<file path="config.mk">
export PLATFORM = sky130hd
export DESIGN_NAME = hebrew_date_to_day_number_unit
export DESIGN_NICKNAME = d
export VERILOG_FILES = /design/src/hdn_pkg.sv /design/src/hdn_ctl.sv /design/src/hdn_rh.sv /design/src/hdn_len.sv /design/src/hebrew_date_to_day_number_unit.sv
export SDC_FILE = /design/constraint.sdc
export NUM_CORES = 2
export LEC_CHECK = 0
export BUFFER_PORTS_ARGS = -buffer_cell sky130_fd_sc_hd__buf_4
export CAP_MARGIN = 5
export CORE_UTILIZATION = 67
export DETAILED_ROUTE_END_ITERATION = 7
export GPL_TIMING_DRIVEN = 1
export PLACE_DENSITY = 0.84
export SYNTH_ARGS = -nofsm -noshare
export SYNTH_HDL_FRONTEND = slang
export SYNTH_SLANG_ARGS = --single-unit
</file>
<file path="constraint.sdc">
create_clock -name clk -period 11.85 [get_ports clk]
set_input_delay 1.185 -clock clk [delete_from_list [all_inputs] [get_ports clk]]
set_output_delay 1.185 -clock clk [all_outputs]
set_load 0.005 [all_outputs]
</file>
<file path="src/hdn_pkg.sv">
package hdn_pkg;

  localparam int STAGES = 10;

  localparam logic [13:0] FIRST_YEAR    = 14'd5751;
  localparam logic [13:0] WINDOW_BASE   = 14'd5750;
  localparam logic [13:0] EPOCH_OFFSET  = 14'd3744;
  localparam logic [7:0]  WINDOW_RESET  = 8'd88;

  localparam logic [15:0] RECIP_19      = 16'd55189;     // ceil(2^20 / 19)
  localparam logic [15:0] PARTS_MONTH   = 16'd39673;
  localparam logic [10:0] MOLAD_BASE    = 11'd1859;      // 1h 779p
  localparam logic [25:0] RECIP_405     = 26'd42419431;  // ceil(2^34 / 405)
  localparam logic [14:0] PARTS_DAY     = 15'd25920;
  localparam logic [16:0] RECIP_7       = 17'd74899;     // ceil(2^19 / 7)
  localparam logic [14:0] LATE_PARTS    = 15'd19440;     // 18h
  localparam logic [14:0] GATARAD_PARTS = 15'd9924;      // 9h 204p
  localparam logic [14:0] BETU_PARTS    = 15'd16789;     // 15h 589p
  localparam logic [19:0] BASE_SHIFT    = 20'd732774;

  localparam logic [9:0]  YEAR_DEFICIENT = 10'd353;
  localparam logic [9:0]  YEAR_COMPLETE  = 10'd355;
  localparam logic [9:0]  ADAR_A_DAYS    = 10'd30;

  localparam logic [3:0]  MONTH_HESHVAN = 4'd1;
  localparam logic [3:0]  MONTH_KISLEV  = 4'd2;
  localparam logic [3:0]  MONTH_ADAR_A  = 4'd5;

  typedef struct packed {
    logic [3:0] month;
    logic [4:0] day;
    logic       in_range;
  } hdn_tag_t;

  // days before month m with Heshvan 29, Kislev 30, Adar A 0
  function automatic logic [8:0] month_prefix(input logic [3:0] m);
    logic [8:0] p;
    unique case (m)
      4'd0:    p = 9'd0;
      4'd1:    p = 9'd30;
      4'd2:    p = 9'd59;
      4'd3:    p = 9'd89;
      4'd4:    p = 9'd118;
      4'd5:    p = 9'd148;
      4'd6:    p = 9'd148;
      4'd7:    p = 9'd177;
      4'd8:    p = 9'd207;
      4'd9:    p = 9'd236;
      4'd10:   p = 9'd266;
      4'd11:   p = 9'd295;
      4'd12:   p = 9'd325;
      default: p = 9'd354;
    endcase
    return p;
  endfunction

endpackage

</file>
<file path="src/hdn_ctl.sv">
module hdn_ctl import hdn_pkg::*; (
  input  logic              clk,
  input  logic              rst,
  input  logic              in_valid,
  output logic              in_ready,
  output logic              out_valid,
  input  logic              out_ready,
  output logic [STAGES-1:0] en
);

  logic [STAGES-1:0] vld;
  logic [STAGES-1:0] rdy;

  always_comb begin
    rdy[STAGES-1] = !vld[STAGES-1] || out_ready;
    for (int k = STAGES - 2; k >= 0; k--) begin
      rdy[k] = !vld[k] || rdy[k+1];
    end
  end

  always_ff @(posedge clk) begin
    if (rst) begin
      vld <= '0;
    end else begin
      if (rdy[0]) begin
        vld[0] <= in_valid;
      end
      for (int k = 1; k < STAGES; k++) begin
        if (rdy[k]) begin
          vld[k] <= vld[k-1];
        end
      end
    end
  end

  assign en        = rdy;
  assign in_ready  = rdy[0];
  assign out_valid = vld[STAGES-1];

endmodule

</file>
<file path="src/hdn_rh.sv">
module hdn_rh import hdn_pkg::*; (
  input  logic        clk,
  input  logic [5:0]  en,
  input  logic [11:0] year,
  output logic [20:0] rh_day
);

  // stage A: leap count and its quotient by 19
  logic [14:0] leaps_c;
  logic [30:0] q19_prod;
  logic [11:0] year_a;
  logic [14:0] leaps_a;
  logic [10:0] q19_a;

  assign leaps_c  = 15'(year) * 15'd7 + 15'd1;
  assign q19_prod = 31'(leaps_c) * 31'(RECIP_19);

  always_ff @(posedge clk) begin
    if (en[0]) begin
      year_a  <= year;
      leaps_a <= leaps_c;
      q19_a   <= q19_prod[30:20];
    end
  end

  // stage B: months since epoch, position in the 19-year cycle
  logic [14:0] r19_full;
  logic [15:0] months_b;
  logic [4:0]  r19_b;

  assign r19_full = leaps_a - 15'(q19_a) * 15'd19;

  always_ff @(posedge clk) begin
    if (en[1]) begin
      months_b <= 16'(year_a) * 16'd12 + 16'(q19_a);
      r19_b    <= r19_full[4:0];
    end
  end

  // stage C: molad in parts
  logic [31:0] parts_c;
  logic [15:0] months_c;
  logic [4:0]  r19_c;

  always_ff @(posedge clk) begin
    if (en[2]) begin
      parts_c  <= 32'(months_b) * 32'(PARTS_MONTH) + 32'(MOLAD_BASE);
      months_c <= months_b;
      r19_c    <= r19_b;
    end
  end

  // stage D: whole days in the molad, parts / 25920 = (parts >> 6) / 405
  logic [51:0] pd_prod;
  logic [15:0] pd_d;
  logic [31:0] parts_d;
  logic [15:0] months_d;
  logic [4:0]  r19_d;

  assign pd_prod = 52'(parts_c[31:6]) * 52'(RECIP_405);

  always_ff @(posedge clk) begin
    if (en[3]) begin
      pd_d     <= pd_prod[49:34];
      parts_d  <= parts_c;
      months_d <= months_c;
      r19_d    <= r19_c;
    end
  end

  // stage E: parts within the day, weekday quotient, raw day count
  logic [31:0] rem_full;
  logic [32:0] q7_prod;
  logic [14:0] rem_e;
  logic [13:0] q7_e;
  logic [15:0] pd_e;
  logic [20:0] days_e;
  logic [4:0]  r19_e;

  assign rem_full = parts_d - 32'(pd_d) * 32'(PARTS_DAY);
  assign q7_prod  = 33'(pd_d) * 33'(RECIP_7);

  always_ff @(posedge clk) begin
    if (en[4]) begin
      rem_e  <= rem_full[14:0];
      q7_e   <= q7_prod[32:19];
      pd_e   <= pd_d;
      days_e <= 21'(months_d) * 21'd28 + 21'(pd_d) - 21'd2;
      r19_e  <= r19_d;
    end
  end

  // stage F: postponements
  logic [15:0] dow_full;
  logic [2:0]  dow;
  logic        late;
  logic [3:0]  dow_late;
  logic        adu;

  assign dow_full = pd_e - 16'(q7_e) * 16'd7;
  assign dow      = dow_full[2:0];
  assign late     = (rem_e >= LATE_PARTS) ||
                    (r19_e < 5'd12 && dow == 3'd3 && rem_e >= GATARAD_PARTS) ||
                    (r19_e < 5'd7 && dow == 3'd2 && rem_e >= BETU_PARTS);
  assign dow_late = 4'(dow) + 4'(late);
  assign adu      = (dow_late == 4'd1) || (dow_late == 4'd4) || (dow_late == 4'd6);

  always_ff @(posedge clk) begin
    if (en[5]) begin
      rh_day <= days_e + 21'(late) + 21'(adu);
    end
  end

endmodule

</file>
<file path="src/hdn_len.sv">
module hdn_len import hdn_pkg::*; (
  input  logic        clk,
  input  logic [2:0]  en,
  input  logic [20:0] rh_this,
  input  logic [20:0] rh_next,
  input  hdn_tag_t    tag,
  output logic [15:0] day_number,
  output logic        in_range
);

  // stage G: year length and offset from base
  logic signed [21:0] base_g;
  logic [9:0]         ylen_g;
  logic [20:0]        ylen_full;
  hdn_tag_t           tag_g;

  assign ylen_full = rh_next - rh_this;

  always_ff @(posedge clk) begin
    if (en[0]) begin
      base_g <= signed'(22'(rh_this) - 22'(BASE_SHIFT));
      ylen_g <= ylen_full[9:0];
      tag_g  <= tag;
    end
  end

  // stage H: days into the year
  logic               leap;
  logic [9:0]         ylen_plain;
  logic               deficient;
  logic               complete;
  logic [8:0]         prefix;
  logic signed [10:0] offset_h;
  logic signed [21:0] base_h;
  logic               inr_h;

  assign leap       = ylen_g > YEAR_COMPLETE;
  assign ylen_plain = leap ? ylen_g - ADAR_A_DAYS : ylen_g;
  assign deficient  = ylen_plain == YEAR_DEFICIENT;
  assign complete   = ylen_plain == YEAR_COMPLETE;
  assign prefix     = month_prefix(tag_g.month)
                    + 9'(complete && tag_g.month > MONTH_HESHVAN)
                    + ((leap && tag_g.month > MONTH_ADAR_A) ? 9'(ADAR_A_DAYS) : 9'd0)
                    - 9'(deficient && tag_g.month > MONTH_KISLEV);

  always_ff @(posedge clk) begin
    if (en[1]) begin
      offset_h <= signed'(11'(prefix) + 11'(tag_g.day) - 11'd1);
      base_h   <= base_g;
      inr_h    <= tag_g.in_range;
    end
  end

  // stage I: sum and clamp; zero for out-of-range items
  logic signed [22:0] total;

  assign total = 23'(base_h) + 23'(offset_h);

  always_ff @(posedge clk) begin
    if (en[2]) begin
      in_range <= inr_h;
      if (!inr_h || total < 0) begin
        day_number <= 16'd0;
      end else if (total > 23'sd65535) begin
        day_number <= 16'hFFFF;
      end else begin
        day_number <= total[15:0];
      end
    end
  end

endmodule

</file>
<file path="src/hebrew_date_to_day_number_unit.sv">
// channel | dir | signals                          | item
// s       | in  | s_tvalid s_tready s_tdata[23:0] | hebrew date
// m       | out | m_tvalid m_tready m_tdata m_tuser| day number, in-range flag
// cfg     | in  | cfg_valid cfg_ready cfg_data     | year_window write
//
// One item per cycle while m_tready is high, through a 10-stage pipeline;
// every stage moves whenever it is empty or the stage after it moves.
// Each stage holds only while it is full and the stage after it is blocked,
// so bubbles close up under m_tready stalls.
// rst clears the stage valid bits and sets year_window to 88.
// cfg_ready is always high.
module hebrew_date_to_day_number_unit import hdn_pkg::*; (
  input  logic        clk,
  input  logic        rst,
  input  logic        s_tvalid,
  output logic        s_tready,
  input  logic [23:0] s_tdata,   // hebrew_year[13:0], month_index[17:14], day_of_month[22:18]
  output logic        m_tvalid,
  input  logic        m_tready,
  output logic [15:0] m_tdata,   // day_number[15:0]
  output logic        m_tuser,   // in_range[0]
  input  logic        cfg_valid,
  output logic        cfg_ready,
  input  logic [7:0]  cfg_data
);

  logic [7:0]        year_window;
  logic [STAGES-1:0] en;

  assign cfg_ready = 1'b1;

  always_ff @(posedge clk) begin
    if (rst) begin
      year_window <= WINDOW_RESET;
    end else if (cfg_valid) begin
      year_window <= cfg_data;
    end
  end

  hdn_ctl u_ctl (
    .clk       (clk),
    .rst       (rst),
    .in_valid  (s_tvalid),
    .in_ready  (s_tready),
    .out_valid (m_tvalid),
    .out_ready (m_tready),
    .en        (en)
  );

  // input stage
  logic [13:0] hebrew_year;
  logic [13:0] year_rel;
  logic [11:0] year_this;
  logic [11:0] year_next;
  hdn_tag_t    tag_d [0:6];

  assign hebrew_year = s_tdata[13:0];
  assign year_rel    = hebrew_year - EPOCH_OFFSET;

  always_ff @(posedge clk) begin
    if (en[0]) begin
      year_this         <= year_rel[11:0];
      year_next         <= year_rel[11:0] + 12'd1;
      tag_d[0].month    <= s_tdata[17:14];
      tag_d[0].day      <= s_tdata[22:18];
      tag_d[0].in_range <= (hebrew_year >= FIRST_YEAR) &&
                           (hebrew_year <= WINDOW_BASE + 14'(year_window));
    end
  end

  for (genvar k = 1; k <= 6; k++) begin : g_tag
    always_ff @(posedge clk) begin
      if (en[k]) begin
        tag_d[k] <= tag_d[k-1];
      end
    end
  end

  logic [20:0] rh_this;
  logic [20:0] rh_next;

  hdn_rh u_rh_this (
    .clk    (clk),
    .en     (en[6:1]),
    .year   (year_this),
    .rh_day (rh_this)
  );

  hdn_rh u_rh_next (
    .clk    (clk),
    .en     (en[6:1]),
    .year   (year_next),
    .rh_day (rh_next)
  );

  hdn_len u_len (
    .clk        (clk),
    .en         (en[9:7]),
    .rh_this    (rh_this),
    .rh_next    (rh_next),
    .tag        (tag_d[6]),
    .day_number (m_tdata),
    .in_range   (m_tuser)
  );

endmodule

</file>
Word level (Yosys, flattened, before mapping):

Memory sizes are Yosys's and may differ from the RTL's. A register that Yosys moved wholly into a read port is not among the register bits.
Cells that the tools add are included.

* register bits: 569
* memories: 2
* bits in writable memories: 70
* logic and storage cells: 201
* output and inout bits: 20
* ROM bits: 144
* bits of input ports: 37

* equal/unequal tests: 12
* $mul: 20
* order comparisons: 18
* mux-type cells: 17
* reduce and logical (&&, ||, !) cells: 42
* add/subtract/negate cells: 34

Memory list
* (no name shown): depth 16, width 9, rd ports 1, clocked after Yosys merged registers in 0, wr ports 0, RTL line hdn_pkg.sv:38 `unique case (m)`
* tag_d: depth 7, width 10, rd ports 7, clocked after Yosys merged registers in 1, wr ports 7, RTL line hebrew_date_to_day_number_unit.sv:55 `hdn_tag_t tag_d [0:6];`

Operators with widths (number)
* multiplier 26 x 26 -> 50 bit, second input constant: 2
* multiplier 16 x 17 -> 33 bit, second input constant: 2
* adder 32 x 11 -> 32 bit, second input constant: 2
* multiplier 16 x 16 -> 32 bit, second input constant: 2
* multiplier 15 x 16 -> 31 bit, second input constant: 2
* >= comparator 15 bit, second input constant: 4
* adder 21 x 1 -> 21 bit: 2
* adder 16 x 11 -> 16 bit: 2
* multiplier 16 x 9 -> 9 bit, second input constant: 2
* adder 15 x 1 -> 15 bit, second input constant: 2
* >= comparator 15 x 14 -> 1 bit, second input constant: 2
* multiplier 12 x 3 -> 15 bit, second input constant: 2
* subtractor 15 bit: 2
* multiplier 12 x 2 -> 14 bit, second input constant: 2
* multiplier 14 x 3 -> 3 bit, second input constant: 2
* adder 22 x 11 -> 23 bit: 1
* > comparator 23 x 17 -> 1 bit, second input constant: 1
* less-than comparator 23 x 1 -> 1 bit, second input constant: 1
* multiplier 11 x 5 -> 5 bit, second input constant: 2
* subtractor 21 x 20 -> 22 bit, second input constant: 1
* adder 21 x 16 -> 21 bit: 1
* subtractor 21 x 2 -> 21 bit, second input constant: 1
* adder 10 x 1 -> 10 bit: 2
* equality test 10 x 9 -> 1 bit, second input constant: 2
* 35 further kinds: 99

Longest topological paths before layout:

* word-level depth: 13
* mapped depth: 35

By module:

Synthesis repeated with hierarchy kept, for this count alone.

* cells, all modules: 6961
* area total of the unflattened synthesis: 78938.2 um^2

By module, submodules not included
* hdn_rh (u_rh_this): times used 1, area an instance 34398.0 um^2, cells each 3099
* hdn_rh (u_rh_next): times used 1, area an instance 34031.4 um^2, cells each 3027
* hdn_len: times used 1, area an instance 6314.8 um^2, cells each 573
* hebrew_date_to_day_number_unit: times used 1, area an instance 3733.6 um^2, cells each 210
* hdn_ctl: times used 1, area an instance 460.4 um^2, cells each 52

Worst setup path before layout:

Ideal clock, no wire load.

* path kind: reg-to-reg
* start point: register year_this[0]
* end point: register u_rh_this.q19_a[10], data pin
* buffers on the path: 0
* path slack: 3.474 ns
* stages on the path, launching flop included: 35
* required time: 11.590 ns
* data arrival time: 8.116 ns
* library setup time: 0.260 ns
* period minus slack after synthesis: 8.376 ns
* cells stage by stage: edfxtp_1 > inv_1 > fa_1 > inv_1 > ha_1 > a21oi_1 > o21bai_1 > a21oi_1 > o21bai_1 > a31o_2 > a41o_2 > nor4_1 > nor3_2 > a21o_1 > ha_1 > inv_1 > xnor2_1 > ha_1 > or2_2 > fa_1 > fa_1 > fa_1 > inv_1 > fa_1 > inv_1 > ha_1 > a21oi_1 > o21ai_0 > nor3_1 > a21oi_1 > a211oi_1 > nor3_1 > a21oi_1 > o21bai_1 > xnor2_1

* longest elaborated chain between the ends: 3

RTL lines
* from (decl): RTL line hebrew_date_to_day_number_unit.sv:53 `logic [11:0] year_this;`
* from (signal assigned): RTL line hebrew_date_to_day_number_unit.sv:62 `year_this <= year_rel[11:0];`
* multiplier 12 x 3 -> 15 bit: RTL line hdn_rh.sv:15 `assign leaps_c = 15'(year) * 15'd7 + 15'd1;`
* adder 15 x 1 -> 15 bit: RTL line hdn_rh.sv:15
* via u_rh_this.leaps_c[0]: RTL line hdn_rh.sv:9 `logic [14:0] leaps_c;`
* multiplier 15 x 16 -> 31 bit: RTL line hdn_rh.sv:16 `assign q19_prod = 31'(leaps_c) * 31'(RECIP_19);`
* via u_rh_this.q19_prod[30]: RTL line hdn_rh.sv:10 `logic [30:0] q19_prod;`
* to (signal assigned): RTL line hdn_rh.sv:22 `q19_a <= q19_prod[30:20];`
* to (decl): RTL line hdn_rh.sv:13 `logic [10:0] q19_a;`

The timed path passes the listed nets, and every way through them passes these cells.
A chain may end at the register's enable or synchronous reset.

Worst setup path in the final report:

Ends and elaborated chain as after synthesis.

==> key figures <==
Status
  – Result of the run: finished clean

Floorplanning
  – Die Span Y: 337 um
  – Number of ports placed on the die boundary: 57
  – Total number of placement rows: 122
  – Area of the die: 113000 sq um
  – Die width: 337 um
  – Standard cell core area: 111000 sq um
  – Initial standard-cell utilization of the core: 0.677

Yosys
  – Top cells by area in the synthesized netlist: fa_1, ha_1, edfxtp_1, inv_1, xnor2_1
  – Fraction of post-synthesis cell area in the top cell type by area: 0.268
  – Instance count of the mapped netlist: 6559
  – Net count after synthesis: 9096
  – Dominant synthesized flop cell: edfxtp_1
  – Yosys Warn Count: 0
  – Cell accounting for the most synthesized area: fa_1
  – Flip-flop and latch count after synthesis: 609
  – Portion of the post-synthesis area used by sequential elements: 0.241
  – Post-synth design cell area: 75100 sq um
  – Ys async rst share: 0
  – Netlist cell types: 93
  – Per-instance average area after synthesis: 11.4 sq um
  – Number of flops mapped to enable cells by yosys: 591

Placed design
  – Count of port buffers added during placement: 54
  – Hpwl dp: 129 mm
  – Cell area after placement: 77400 sq um
  – Last weighted congestion value of the routability-driven placer: 0.960

STA
  – Final setup vio count: 0
  – Post-route clock period utilization: 0.817
  – Worst Tran Pin Value: 1.25 ns
  – Max-slew headroom at the worst pin: 0.170
  – RSZ-0062 raised after global routing: false
  – Fin Clk Skew: 0.0358 ns
  – Hold Fails Final Rpt: 0
  – Final-report max-slew violation count: 0
  – Final min period: 9.69 ns
  – Maximum clock frequency: 103 MHz
  – Setup_tns: 0 ns

Critical path
  – Depth of the most critical reg-to-reg path: 34
  – Worst path max stage delay: 0.67 ns
  – Arrival @ worst endpoint: 10.06 ns
  – CP max stage cell: fa_1
  – Largest delay share family, worst path: adder cells
  – Worst Path Buf+Inv: 5
  – Reg-to-reg endpoint: u_rh_this.q19_a[10]
  – Startpoint type of the worst setup path: flip-flop
  – Worst Setup End Kind: flip-flop
  – Data required time at the worst endpoint: 12.22 ns
  – Class of the most critical setup path: reg2reg
  – Worst reg2reg path startpoint: year_this[0]
  – Slack of the worst reg-to-reg path: 2.16 ns
  – Highest net fanout along the worst path: 6
  – Number of stages on the worst setup path: 34

Worst hold path
  – Hold Path Stages: 0
  – Min-delay src: u_rh_this.months_c[15]
  – Hold worst-path end: u_rh_this.months_d[15]
  – Class of the tightest hold or removal check: reg2reg

CTS
  – Clock Sinks: 609
  – Root buffer cell: clkbuf_16
  – Clock latency at the later pin of the worst-skew pair: 0.63 ns
  – Number of buffers added to fix hold violations after cts: 0
  – Setup Fix Bufs, Post-CTS: 0
  – Longest Clk Path Bufs: 3
  – Deepest level of the CTS H-tree: 3
  – Resized Gates After CTS: 0
  – Number of buffers created by CTS: 67
  – Clock-pin slew reported for the worst setup and hold paths after clock tree synthesis: 0.07 ns
  – TritonCTS clock tree: built

Drt
  – Detailed router's first-iteration violation count: 2659
  – Pre-Repair DR Iteration Count: 5
  – DRC: 0
  – Number of vias after detailed routing: 46.4k
  – Final routed wire length divided by cell count: 18.6 um
  – Routed vias/inst: 5.64
  – DRT Wirelength: 153 mm
  – Number of antenna-violating nets in the routed design: 0

Layout
  – Share of final-layout standard cells stronger than drive strength 1: 0.0361
  – Final design area excluding fillers: 79600 sq um
  – Number of filler cells placed in the layout: 7361
  – Ant diodes: 0
  – Commonest cells after routing, fill and taps aside: inv_1, ha_1, fa_1, edfxtp_1, xnor2_1
  – Area growth from synthesis to final layout: 6.04%
  – Most common library cell in the layout ignoring fill and taps: inv_1
  – Number of nets in the layout: 9215

Global routing
  – Global-route wire length before repair: 254 mm
  – Antenna violations before repair: 1
  – Vias in the first global route: 50.5k
  – Maximum number of pins on one net before global-route repair: 92
  – GR Overflow Total: 0
  – Aggregate global-route resource usage: 0.285

Flow run
  – Max cap viols: 0
cells in the mapped netlist (17+ instances only):
master	count
inv_1	1620
ha_1	1496
fa_1	1004
edfxtp_1	591
xnor2_1	294
a21oi_1	236
nor2_1	167
xor2_1	137
nand2_1	130
a21o_1	121
o21ai_0	117
nand3_1	63
nor3_1	53
nor2b_1	42
o21a_1	38
o21bai_1	37
nand2b_1	34
nand4_1	32
and3_1	21
a31oi_1	19
or2_2	19
a211oi_1	18
dfxtp_1	18
mux2i_1	18
and2_1	17
per-layer routing:
layer,global-route usage,wire [um],share of wire
met1,0.372,64100,0.42
met2,0.492,75600,0.49
met3,0.0426,8610,0.056
met4,0.0874,4640,0.030
met5,0,0,0
through the flow:
step                      worst slack, ns  hold slack [ns]  cells   util
final                                2.16            0.412   8217  0.718
after global routing                 1.61            0.423   8217  0.718
after CTS                            2.13            0.411   8217  0.718
after detailed placement             2.16            0.405   8097  0.698
after global placement               2.49            0.401   8097  0.698
after floorplan                      3.47            0.400   6559      -
kinds of logic (layout without fill, tap and decap cells):
logic type / after synthesis / count (layout) / share of synthesized area
xor gates and xnor gates: 433 / 433 / 0.0507
and+or+nand+nor: 634 / 634 / 0.0423
AOI/OAI and AO/OA: 729 / 729 / 0.0637
adders and majority gates: 2500 / 2500 / 0.517
muxes: 20 / 20 / 0.00270
DFF: 609 / 609 / 0.241
other: 1 / 1 / 0.0000500
buffers and inverters: 1633 / 1803 / 0.0820
state kept, by name (all words and copies together) (netlist names), 21 cells and up:
signal and cells:
u_rh_next.parts_c 32, tag_d 70, u_len.base_h 22, u_len.base_g 22, u_rh_this.rh_day 21, u_rh_this.parts_c 32, u_rh_this.days_e 21
worst max path at each step:
stage	startpoint	end	slack [ns]
after CTS	year_this[0]	u_rh_this.q19_a[10]	2.13
final	year_this[0]	u_rh_this.q19_a[10]	2.16
after detailed placement	year_this[0]	u_rh_this.q19_a[10]	2.16
after global routing	year_next[0]	u_rh_next.q19_a[10]	1.61
after global placement	year_this[0]	u_rh_this.q19_a[10]	2.49
after floorplan	year_this[0]	u_rh_this.q19_a[10]	3.47
worst reg2reg max path, delay by kind of cell (launching register included):
family,cells,cell delay [ns]
flops,1,0.51
compound gates,13,3.10
simple gates,5,1.19
fa+ha+maj,9,3.94
xor+xnor,2,0.20
buf+inv,5,0.51
layout make-up:
cell class,count,area (sq um),share of cell area
clock inverter,38,448,0.00563
timing repair buffer,63,473,0.00594
tap,1488,1860,0.0234
clock buffer,82,1790,0.0224
multi-input combinational,4317,50800,0.639
inverter,1620,6080,0.0764
sequential,609,18100,0.228
Power is not shown: default switching activity piles up to over one toggle a cycle in this logic, so the estimate is an artifact.
